--- src/sv/prf_pkg.sv ---
`default_nettype none
package prf_pkg;
  localparam int unsigned GridW = 64;
  localparam int unsigned GridH = 64;
  localparam int unsigned RowW  = $clog2(GridH);

  localparam logic [1:0] StatOk   = 2'd0;
  localparam logic [1:0] StatNeg  = 2'd1;
  localparam logic [1:0] StatSame = 2'd2;

  localparam logic CmdAdd    = 1'b0;
  localparam logic CmdFinish = 1'b1;

  typedef struct packed {
    logic        command;
    logic [6:0]  coord_x;
    logic [6:0]  coord_y;
  } in_item_t;

  typedef struct packed {
    logic [63:0] row_pixels;
    logic [5:0]  row_number;
    logic [1:0]  status;
    logic        last_row;
  } out_item_t;

  // controller -> datapath
  typedef struct packed {
    logic load;      // capture vertex, set up segment
    logic div;       // one step of the y increment divide
    logic step;      // plot next interior point
    logic finish;    // plot endpoint, update prev
    logic start;     // load row counter with y extent
    logic err_neg;
    logic err_same;
    logic rd;        // read row at row counter
    logic emit;      // load output register
    logic clr;       // clear one row, advance counter
    logic clr_start;
  } dp_cmd_t;

  // datapath -> controller
  typedef struct packed {
    logic neg;
    logic same;
    logic div_done;
    logic seg_done;
    logic err;
    logic row_zero;
    logic clr_done;
  } dp_stat_t;
endpackage
`default_nettype wire

--- src/sv/prf_ctrl.sv ---
`default_nettype none
module prf_ctrl (
  input  wire logic              clk_i,
  input  wire logic              rst_ni,
  input  wire logic              in_valid_i,
  input  wire logic              in_cmd_i,
  output logic                   in_ready_o,
  output logic                   out_valid_o,
  input  wire logic              out_ready_i,
  input  wire prf_pkg::dp_stat_t stat_i,
  output prf_pkg::dp_cmd_t       cmd_o
);
  import prf_pkg::*;

  localparam logic [2:0] SClear = 3'd0;
  localparam logic [2:0] SIdle  = 3'd1;
  localparam logic [2:0] SSeg   = 3'd2;
  localparam logic [2:0] SRead  = 3'd3;
  localparam logic [2:0] SEmit  = 3'd4;
  localparam logic [2:0] SWait  = 3'd5;
  localparam logic [2:0] SDiv   = 3'd6;

  logic [2:0] state_q, state_d;
  logic       ov_q, ov_d;
  logic       last_q, last_d;

  assign out_valid_o = ov_q;
  assign in_ready_o  = (state_q == SIdle);

  always_comb begin
    state_d = state_q;
    ov_d    = ov_q && !out_ready_i;
    last_d  = last_q;
    cmd_o   = '0;
    unique case (state_q)
      SClear: begin
        cmd_o.clr = 1'b1;
        if (stat_i.clr_done) state_d = SIdle;
      end
      SIdle: begin
        if (in_valid_i) begin
          if (in_cmd_i == CmdFinish) begin
            if (stat_i.err) begin
              state_d = SEmit;
            end else begin
              cmd_o.start = 1'b1;
              state_d = SRead;
            end
          end else if (!stat_i.err) begin
            if (stat_i.neg) cmd_o.err_neg = 1'b1;
            else if (stat_i.same) cmd_o.err_same = 1'b1;
            else begin
              cmd_o.load = 1'b1;
              state_d = SDiv;
            end
          end
        end
      end
      SDiv: begin
        cmd_o.div = 1'b1;
        if (stat_i.div_done) state_d = SSeg;
      end
      SSeg: begin
        if (stat_i.seg_done) begin
          cmd_o.finish = 1'b1;
          state_d = SIdle;
        end else begin
          cmd_o.step = 1'b1;
        end
      end
      SRead: begin
        cmd_o.rd = 1'b1;
        state_d = SEmit;
      end
      SEmit: begin
        if (!ov_q || out_ready_i) begin
          cmd_o.emit = 1'b1;
          ov_d = 1'b1;
          last_d = stat_i.err | stat_i.row_zero;
          state_d = (stat_i.err | stat_i.row_zero) ? SWait : SRead;
        end
      end
      SWait: begin
        if (!ov_q || out_ready_i) begin
          cmd_o.clr_start = 1'b1;
          state_d = SClear;
        end
      end
      default: state_d = SClear;
    endcase
  end

  always_ff @(posedge clk_i or negedge rst_ni) begin
    if (!rst_ni) begin
      state_q <= SClear;
      ov_q    <= 1'b0;
      last_q  <= 1'b0;
    end else begin
      state_q <= state_d;
      ov_q    <= ov_d;
      last_q  <= last_d;
    end
  end

  logic unused;
  assign unused = last_q;
endmodule
`default_nettype wire

--- config.mk ---
export PLATFORM = sky130hd
export DESIGN_NAME = prf_ctrl
export DESIGN_NICKNAME = d
export VERILOG_FILES = /design/src/sv/prf_pkg.sv /design/src/sv/prf_ctrl.sv
export SDC_FILE = /design/constraint.sdc
export NUM_CORES = 1
export LEC_CHECK = 0
export ABC_AREA = 1
export BUFFER_PORTS_ARGS = -buffer_cell sky130_fd_sc_hd__buf_2
export CORE_AREA = 2 2 39 41
export DETAILED_ROUTE_END_ITERATION = 7
export DIE_AREA = 0 0 41 43
export GPL_TIMING_DRIVEN = 0
export MAX_ROUTING_LAYER = met4
export PLACE_DENSITY = 0.7
export SYNTH_ARGS = -nofsm -noshare
export SYNTH_HDL_FRONTEND = slang
export SYNTH_SLANG_ARGS = --single-unit
--- constraint.sdc ---
create_clock -name clk_i -period 1.75 [get_ports clk_i]
set_input_delay 0.2625 -clock clk_i [delete_from_list [all_inputs] [get_ports clk_i]]
set_output_delay 0.2625 -clock clk_i [all_outputs]
set_load 0.02 [all_outputs]
=== Word level (Yosys, flattened, before mapping) ===
Index checks and enable logic that the tools add are counted.

* $lt $le $gt $ge: 0
* Divide/modulo/power cells: 0
* Reduce and logical (&&, ||, !) cells: 6
* Shifts and indexed selects: 0
* Equal/unequal tests: 15
* $add $sub $neg: 0
* Mux-type cells: 39
* Bitwise logic cells: 1
* Multiply operators: 0

{| class="wikitable"
|+ Operators with widths
! kind !! count
|-
| $mux 3 || 14
|-
| $mux 1 || 21
|-
| $pmux 3 s7 || 1
|-
| $ne 2x2->1 const B || 6
|-
| $eq 3x3->1 const B || 3
|-
| $ne 3x3->1 const B || 3
|-
| $reduce_and 9->1 || 1
|-
| $eq 3x2->1 const B || 2
|-
| $mux 2 || 3
|-
| $eq 3x1->1 const B || 1
|-
| $logic_not 3->1 || 1
|-
| $logic_not 1->1 || 2
|-
| $logic_and 1x1->1 || 1
|-
| $logic_or 1x1->1 || 1
|-
| $or 1x1->1 || 1
|}

* Register bits after elaboration: 4
* Word-level logic and storage cells: 63
* Bits in read-only memories: 0
* Latch bits: 0
* Bits in writable memories: 0
* Bits of input ports: 12
* Memories: 0

=== Depth between registers and ports, before layout ===
Gate-level depths: netlist of the first run.

* Depth in word-level cells: 6
* Mapped depth: 9
* Gate-level depth less buffers: 8

=== Worst setup path before layout of the first run ===
No wires, ideal clock.

* Kind: register to output
* From: reg state_q[0]
* To: out cmd_o[10] (netlist name)
* Data required time: 1.487 ns
* Setup slack: -0.123 ns
* Cell stages (with the launch flop): 5
* Data arrival time: 1.610 ns
* Path through: dfrtp_1 > inv_1 > nor3_4 > nand3_2 > nor4_1

{| class="wikitable"
|+ RTL lines
! item !! RTL line !! RTL
|-
| start, declared || prf_ctrl.sv:23 || <nowiki>logic [2:0] state_q, state_d;</nowiki>
|-
| start signal, assigned || prf_ctrl.sv:95 || <nowiki>state_q <= SClear;</nowiki>
|-
| start signal, assigned || prf_ctrl.sv:99 || <nowiki>state_q <= state_d;</nowiki>
|-
| end, declared || prf_ctrl.sv:11 || <nowiki>output prf_pkg::dp_cmd_t cmd_o</nowiki>
|}

==> results of run 1 <==
## cells in the mapped netlist, drive strengths merged
| cell type | instances |
|---|---|
| nand2 | 19 |
| nor2 | 14 |
| inv | 12 |
| nand3 | 10 |
| dfrtp | 4 |
| nor4 | 4 |
| nor3 | 3 |
| o21ai | 3 |
| buf | 1 |
| nand3b | 1 |
| or2 | 1 |
## placed cells by master, fill, tap and decap left out, drive strengths merged
| master | n |
|---|---|
| o21ai | 3 |
| inv | 12 |
| nand3 | 10 |
| nand3b | 1 |
| or2 | 1 |
| nor4 | 4 |
| nand2 | 19 |
| dfrtp | 4 |
| buf | 27 |
| dlygate4sd3 | 1 |
| nor3 | 3 |
| nor2 | 14 |
| clkbuf | 3 |
## cell families (layout without fill, tap and decap cells)
logic type,Yosys count,after routing
AO/OA/AOI/OAI,3,3
buffers and inverters,13,43
flip-flops,4,4
AND/OR/NAND/NOR,52,52
## registers in the layout (all words and copies together) (netlist names)
register     count
state_q          3
out_valid_o      1
## worst max-delay path by stage
| stage | to | cells past startpoint | startpoint | slack, ns |
|---|---|---|---|---|
| after floorplan | cmd_o[10] | 4 | state_q[0] | -0.12 |
| after global placement | cmd_o[4] | 5 | state_q[0] | 0.19 |
| after detailed placement | cmd_o[10] | 5 | state_q[0] | 0.19 |
| after CTS | cmd_o[10] | 5 | state_q[0] | 0.01 |
| after global routing | cmd_o[10] | 5 | state_q[0] | -0.05 |
| final | cmd_o[10] | 5 | state_q[0] | 0.02 |
## through the flow
stage	worst slack, ns	instances	hold WS, ns	area, sq um
2_1_floorplan	-0.123	72	-0.0331	433
3_3_place_gp	0.194	112	0.0665	573
3_5_place_dp	0.189	112	0.0682	573
4_1_cts	0.0139	116	0.227	607
5_1_grt	-0.0468	118	0.235	641
6_report	0.0233	118	0.231	641
## worst max-delay path, stage by stage (launching register included)
cell and delay (ns):
dfrtp_2 0.41, inv_4 0.06, nor3_4 0.25, nand3_2 0.15, nor4_2 0.17, buf_4 0.19
## routing by layer
layer / global-route usage / up-vias / part of all wire
met3: 0.0314 / 0 / 0.039
met1: 0.184 / 232 / 0.44
met2: 0.213 / 13 / 0.52
li1: - / 290 / -
met5: - / - / 0
met4: 0.0400 / 0 / 0
## repair_timing
action / CTS / global route
buffers inserted: 0 / 2
gates resized for setup: 1 / 6
setup endpoints to repair: 2 / 3
endpoints found under the hold margin: 4 / 0
pin swaps: 0 / 2
hold buffers: 1 / 0
## power breakdown
part	switching (mW)	internal (mW)
Combinational	0.408	0.239
Clock	0.0331	0.0764
Sequential	0.0561	0.141
Total	0.497	0.456
## layout make-up
type | count | share of cell area
Multi-Input combinational cell | 55 | 0.451
Buffer | 1 | 0.0176
Clock buffer | 3 | 0.0352
Inverter | 12 | 0.0742
Timing Repair Buffer | 27 | 0.230
Tap cell | 16 | 0.0313
Sequential cell | 4 | 0.160
==> run_results.csv, run 1 <==
group,metric,value,unit
timing,drv_slew,0,
timing,finClkSkew,0.00365,ns
die,die_area,1760,sq um
clock_network,clk_pin_slew_worst_paths,0.04,ns
layout,multi_input_area,289,sq um
synth,synth_top_area_cell,"dfrtp_1",
synth,synth_cell_types,17,
min_path,whs_path_depth,2,
pwr,leakagePower,0.386,nW
grt,track_usage,0.141,
layout,final_util,0.463,
layout,seq_area,103,sq um
place,gp_congestion,0.826,
detailed_routing,drt_iter0_markers,15,
layout,antenna_cells,0,
layout,fillers,154,
timing,min_period_over_period,0.987,
timing,slew_headroom,0.831,
clock_network,root_buffer,"clkbuf_4",
worst_setup_path,rr_endpoint,"state_q[0]",
min_path,hold_start,"out_ready_i",
synth,synth-simple-area-share,0.604,
synth,synth_warnings,0,
run_status,status,"finished clean",
worst_setup_path,end_kind,"primary output",
synth,synth_compound_area_frac,0.0347,
detailed_routing,first_pass_iters,4,
die,die_w,41,um
pwr,total_power,0.954,mW
synth,avgSynthCellArea,6.01,sq um
detailed_routing,viasPerCell,4.53,
layout,area_growth,48.0,%
synth,yosysSeqAreaShare,0.231,
layout,final_nets,116,
synth,synth_top_area_share,0.231,
clock_network,cts_tree,"done",
detailed_routing,drt-total-wl,1160,um
detailed_routing,drc,0,
timing,setup_viol,0,
synth,ys_ff_latch,4,
pwr,power_density,1490,nW/um^2
synth,synth_top_family_by_area,"simple AND/OR/NAND/NOR gates",
worst_setup_path,arrival,1.46,ns
die,num_io_pins,25,
worst_setup_path,critPathLaunchType,"flip-flop",
clock_network,cts_buffers,3,
clock_network,clkLatencyLatePin,0.23,ns
clock_network,cts_max_path_buffers,2,
timing,clock.fmax,579,MHz
timing,tns,0,ns
worst_setup_path,path_class,"reg -> out",
detailed_routing,dr_total_vias,535,
synth,synth_fp_nets,84,
place,dp_hpwl,851,um
die,rows,14,
min_path,hold_class,"in -> reg",
layout,layout-drive-gt1-share,0.431,
worst_setup_path,crit_required,1.49,ns
timing,final-hold-violation-count,0,
timing,period_minus_slack,1.73,ns
detailed_routing,ant_nets,0,
clock_network,h-tree-depth,1,
synth,syn-cell-area,433,sq um
timing,tightest_slew,0.251,ns
grt,first_global_vias,445,
detailed_routing,post_drt_wl_per_cell,9.86,um
die,die_h,43,um
grt,grt_pass1_wl,1700,um
worst_setup_path,rrSetupSlack,0.37,ns
synth,muxShareOfSynthArea,0,
timing,rsz0062_at_grt,"true",
grt,grt_antenna_before_repair,0,
grt,grt_max_degree,9,
run,maxCapViolations,0,
place,port_buffers,24,
synth,syn_inst,72,
synth,yosys.area_share.xor_xnor,0,
clock_network,numClockSinks,4,
pwr,ir_drop,0.564,mV
synth,synthTopCellsByArea,"dfrtp_1, nand2_1, nand3_1, inv_1, nor2_1",
grt,grt_overflow_total,0,
worst_setup_path,r2r-start,"state_q[1]",
worst_setup_path,reg2regPathDepth,9,
worst_setup_path,path_max_fanout,5,
die,core_area,1380,sq um
die,start_util,0.313,
min_path,min_to,"out_valid_o",
synth,synthAdderAreaFrac,0,
(Power assumes the default switching activity.)
==> run 2, diff against run 1 <==
--- a/config.mk
+++ b/config.mk
@@ -12,7 +12,7 @@
 export DIE_AREA = 0 0 41 43
 export GPL_TIMING_DRIVEN = 0
 export MAX_ROUTING_LAYER = met4
-export PLACE_DENSITY = 0.7
+export PLACE_DENSITY = 0.73
 export SYNTH_ARGS = -nofsm -noshare
 export SYNTH_HDL_FRONTEND = slang
 export SYNTH_SLANG_ARGS = --single-unit
==> constraint.sdc (replaced) <==
create_clock -name clk_i -period 1.4 [get_ports clk_i]
set_input_delay 0.21 -clock clk_i [delete_from_list [all_inputs] [get_ports clk_i]]
set_output_delay 0.21 -clock clk_i [all_outputs]
set_load 0.02 [all_outputs]
==> run 2 against run 1 <==
  * The run now ends with setup timing left
  * Global-route usage is 9.2 points higher
  * Final area grew 58%
  * First-iteration DRC count decreased by 67%
  * Critical endpoint unchanged
  * Core utilization rose by 27 points
  * Via count increased by 25%
  * Sequential share of layout area fell by 5.8 points
  * Combinational power up 150%
  * Non-clock buffer count increased by 13
==> run_results.csv, run 2 (synthesized netlist as in run 1, its figures left out) <==
group,metric,value,unit
place,placed_cell_area,632,sq um
timing,clock.fmax,604,MHz
layout,final_nets,129,
grt,grt_antenna_before_repair,0,
grt,grt_overflow_total,0,
detailed_routing,first_pass_iters,4,
die,die_area,1760,sq um
detailed_routing,ant_nets,0,
place,gp_congestion,0.882,
timing,rsz0062_at_grt,"true",
detailed_routing,post_drt_wl_per_cell,14.1,um
timing,drv_slew,0,
min_path,hold_class,"in -> reg",
run_status,failed_checks,"setup timing",
clock_network,clkLatencyLatePin,0.24,ns
timing,tns,-1.42,ns
timing,slew_headroom,0.744,
clock_network,cts_max_path_buffers,2,
grt,first_global_vias,649,
min_path,whs_path_depth,2,
timing,setup_viol,13,
worst_setup_path,critical_path.max_stage_delay,0.44,ns
layout,layout.cells.most_common,"buf_6",
worst_setup_path,end_kind,"primary output",
clock_network,cts_tree,"done",
layout,antenna_cells,0,
place,port_buffers,24,
worst_setup_path,crit_chain,"nor3_4 -> nand3_4 -> nor4_4 -> buf_4",
worst_setup_path,crit_required,1.19,ns
detailed_routing,drt_iter0_markers,5,
layout,top_register,"state_q",
pwr,leakagePower,0.494,nW
worst_setup_path,reg2regPathDepth,8,
clock_network,clk_pin_slew_worst_paths,0.04,ns
pwr,ir_drop,1.09,mV
worst_setup_path,path_max_fanout,3,
detailed_routing,drt-total-wl,1850,um
timing,final-hold-violation-count,0,
timing,finClkSkew,0.0113,ns
die,rows,14,
detailed_routing,dr_total_vias,667,
grt,grt_max_degree,7,
min_path,hold_start,"out_ready_i",
die,num_io_pins,25,
layout,final_util,0.731,
die,core_area,1380,sq um
clock_network,cts_buffers,3,
worst_setup_path,rr_endpoint,"state_q[1]",
layout,final_area,1010,sq um
layout,area_growth,134,%
place,dp_hpwl,937,um
grt,track_usage,0.233,
pwr,power_density,1960,nW/um^2
worst_setup_path,path_class,"reg -> out",
layout,layout-drive-gt1-share,0.704,
worst_setup_path,r2r-start,"state_q[1]",
timing,min_period_over_period,1.18,
timing,period_minus_slack,1.66,ns
grt,grt_pass1_wl,2710,um
timing,setup_ws,-0.257,ns
run_status,status,"finished, violations left",
detailed_routing,drc,0,
die,start_util,0.313,
die,die_w,41,um
timing,tightest_slew,0.380,ns
die,die_h,43,um
worst_setup_path,critPathLaunchType,"flip-flop",
worst_setup_path,crit_slowest_cell,"dfrtp_2",
clock_network,numClockSinks,4,
layout,layout_common_cells,"buf_6, nand2_1, buf_2, buf_4, nor2_4",
detailed_routing,viasPerCell,5.09,
clock_network,h-tree-depth,1,
clock_network,root_buffer,"clkbuf_4",
layout,largest_reg_flops,3,
run,maxCapViolations,0,
worst_setup_path,rrSetupSlack,-0.03,ns
min_path,min_to,"out_valid_o",
worst_setup_path,arrival,1.45,ns
[run 2: per-stage QoR]
step / std cells / hold WS [ns] / setup slack (ns) / total power [mW]
finish: 131 / 0.186 / -0.257 / 1.99
global route: 131 / 0.193 / -0.298 / 2.11
CTS: 127 / 0.186 / -0.223 / 1.65
detailed placement: 112 / 0.0168 / -0.154 / 1.02
global placement: 112 / 0.0156 / -0.145 / 1.01
floorplan: 72 / -0.0856 / -0.142 / 0.817
[run 2: how the worst max path moves through the flow]
stage | start | cells after the start | end
6_report | state_q[2] | 4 | cmd_o[10]
5_1_grt | state_q[2] | 4 | cmd_o[10]
4_1_cts | state_q[1] | 5 | cmd_o[10]
3_5_place_dp | state_q[0] | 5 | cmd_o[10]
3_3_place_gp | state_q[0] | 5 | cmd_o[4]
2_1_floorplan | state_q[1] | 4 | cmd_o[10]
[run 2: per-layer routing]
metal  up-vias  wire length, um  global-route usage  share of wire
met4         0               66              0.0467          0.036
met2        28              989               0.363           0.53
met5         -                0                   -              0
met3         6               94              0.0890          0.051
li1        319                -                   -              -
met1       314              700               0.280           0.38
[run 2: report_power, final]
group	total (mW)	internal [mW]	leakage (nW)	switching, mW
clock network	0.149	0.0963	0.0138	0.0532
registers	0.248	0.178	0.0471	0.0706
logic	1.59	0.733	0.433	0.857
[run 2: layout make-up]
type | count | area [sq um]
multi-input cells | 55 | 449
flip-flops and latches | 4 | 104
clock buffers | 3 | 22.5
well taps | 16 | 20.0
repair buffers | 41 | 352
fillers | 97 | 372
inverters | 12 | 65.1
[run 2: critical path: cells and delay by family (launching register included)]
family	cells	cell delay [ns]
AND/OR/NAND/NOR	3	0.58
flip-flops	1	0.44
buffers and inverters	1	0.18
[run 2: repair_timing]
item,CTS,global route
resized for setup,45,26
setup endpoints to repair,13,15
pin swaps,11,15
endpoints found under the hold margin,4,0
setup buffers,11,6
hold buffers,1,0
==> run 3, diff against run 2 <==
--- a/config.mk
+++ b/config.mk
@@ -12,7 +12,7 @@
 export DIE_AREA = 0 0 41 43
 export GPL_TIMING_DRIVEN = 0
 export MAX_ROUTING_LAYER = met4
-export PLACE_DENSITY = 0.73
+export PLACE_DENSITY = 0.65
 export SYNTH_ARGS = -nofsm -noshare
 export SYNTH_HDL_FRONTEND = slang
 export SYNTH_SLANG_ARGS = --single-unit
==> run 3 against run 2 <==
  * The flow still finishes with violations (setup timing)
  * Fmax rose by 5.9%
  * Sequential power down 9.7%
  * Highest routed layer unchanged
  * Clock skew down 0.0062 ns
  * Wire length down 16%
  * Sequential cell count unchanged
  * Via count fell by 3.1%
  * Combinational power fell by 19%
  * Core utilization fell by 9.0 points
  * Total power shrank 17%
  * Register-to-register slack improved by 0.08 ns
  * Non-clock buffer count down 3
  * Cell count shrank 2.3%
==> run_results.csv, run 3 (synthesized netlist as in run 1, its figures left out) <==
group,metric,value,unit
run_status,status,"finished, violations left",
run_status,failed_checks,"setup timing",
detailed_routing,viasPerCell,5.05,
clock_network,h-tree-depth,1,
clock_network,root_buffer,"clkbuf_4",
worst_setup_path,path_max_fanout,3,
min_path,min_to,"out_valid_o",
clock_network,cts_tree,"done",
die,die_area,1760,sq um
grt,grt_overflow_total,0,
grt,grt_pass1_wl,2280,um
place,dp_hpwl,938,um
min_path,hold_class,"in -> reg",
clock_network,cts_max_path_buffers,2,
run,maxCapViolations,0,
grt,grt_antenna_before_repair,0,
detailed_routing,drt_iter0_markers,12,
min_path,hold_start,"out_ready_i",
layout,layout_common_cells,"buf_4, nand2_1, buf_2",
timing,slew_headroom,0.829,
pwr,ir_drop,0.688,mV
timing,drv_slew,0,
timing,setup_ws,-0.165,ns
die,die_w,41,um
timing,tightest_slew,0.253,ns
worst_setup_path,critPathLaunchType,"flip-flop",
worst_setup_path,r2r-start,"state_q[1]",
clock_network,numClockSinks,4,
place,port_buffers,24,
detailed_routing,post_drt_wl_per_cell,12.1,um
worst_setup_path,path_class,"reg -> out",
clock_network,clk_pin_slew_worst_paths,0.04,ns
timing,setup_viol,11,
die,num_io_pins,25,
layout,instances_no_fill,128,
worst_setup_path,reg2regPathDepth,8,
pwr,leakagePower,0.447,nW
layout,top_register,"state_q",
die,start_util,0.313,
layout,antenna_cells,0,
worst_setup_path,arrival,1.36,ns
detailed_routing,ant_nets,0,
die,rows,14,
grt,first_global_vias,573,
timing,clock.fmax,639,MHz
die,die_h,43,um
clock_network,cts_buffers,3,
timing,final-hold-violation-count,0,
detailed_routing,first_pass_iters,4,
die,core_area,1380,sq um
layout,layout.cells.most_common,"buf_4",
layout,largest_reg_flops,3,
timing,min_period_over_period,1.12,
worst_setup_path,end_kind,"primary output",
worst_setup_path,crit_required,1.19,ns
detailed_routing,drc,0,
clock_network,clkLatencyLatePin,0.23,ns
place,gp_congestion,0.822,
worst_setup_path,rrSetupSlack,0.05,ns
timing,period_minus_slack,1.57,ns
min_path,whs_path_depth,2,
detailed_routing,drt-total-wl,1550,um
layout,final_nets,126,
grt,track_usage,0.193,
layout,area_growth,105,%
worst_setup_path,rr_endpoint,"state_q[1]",
layout,layout-drive-gt1-share,0.643,
pwr,total_power,1.65,mW
place,dp_cells,112,
pwr,power_density,1860,nW/um^2
timing,rsz0062_at_grt,"true",
timing,finClkSkew,0.00511,ns
detailed_routing,dr_total_vias,646,
grt,grt_max_degree,8,
[run 3: layout make-up]
class	count	area, sq um
Buffer	1	11.3
Sequential cell	4	103
Inverter	12	58.8
Clock buffer	3	22.5
Timing Repair Buffer	37	275
Tap cell	16	20.0
Fill cell	122	495
Multi-Input combinational cell	55	398
[run 3: timing repair]
item / 4_1_cts / 5_1_grt
endpoints found under the hold margin: 4 / 0
pin swaps: 5 / 5
resized for setup: 28 / 17
gates cloned: 0 / 0
hold buffers: 1 / 0
setup buffers: 10 / 2
endpoints found under the setup margin: 11 / 15
[run 3: how the worst max path moves through the flow]
stage / start / endpoint / slack [ns]
floorplan: state_q[1] / cmd_o[10] / -0.14
finish: state_q[0] / cmd_o[4] / -0.17
global placement: state_q[0] / cmd_o[4] / -0.14
CTS: state_q[1] / cmd_o[4] / -0.17
global route: state_q[0] / cmd_o[10] / -0.23
detailed placement: state_q[0] / cmd_o[4] / -0.15
[run 3: critical path, cell delays in order (launching register included)]
cell and delay (ns):
dfrtp_2 0.38, inv_4 0.04, nor3_4 0.23, nand3_4 0.14, nor4_4 0.14, buf_4 0.18
[run 3: layer usage]
layer  GRT usage  part of all wire  vias to the layer above
li1            -                 -                      313
met1       0.210              0.38                      295
met2       0.300              0.54                       34
met3      0.0576             0.057                        4
met4       0.100             0.021                        0
met5           -                 0                        -
[run 3: where the power goes]
part           internal (mW)  leakage (nW)  switching (mW)
combinational          0.556         0.384           0.734
sequential             0.176        0.0485          0.0480
clock                 0.0956        0.0138          0.0439
[run 3: metrics by stage]
step / util / setup WS [ns] / cell area (sq um) / hold WS (ns) / TNS [ns]
after floorplan: - / -0.142 / 492 / -0.0856 / -0.461
after global placement: 0.457 / -0.140 / 632 / 0.0145 / -0.471
after detailed placement: 0.457 / -0.155 / 632 / 0.0175 / -0.506
after CTS: 0.596 / -0.172 / 825 / 0.174 / -1.14
after global routing: 0.642 / -0.234 / 888 / 0.183 / -1.97
final: 0.642 / -0.165 / 888 / 0.178 / -1.20
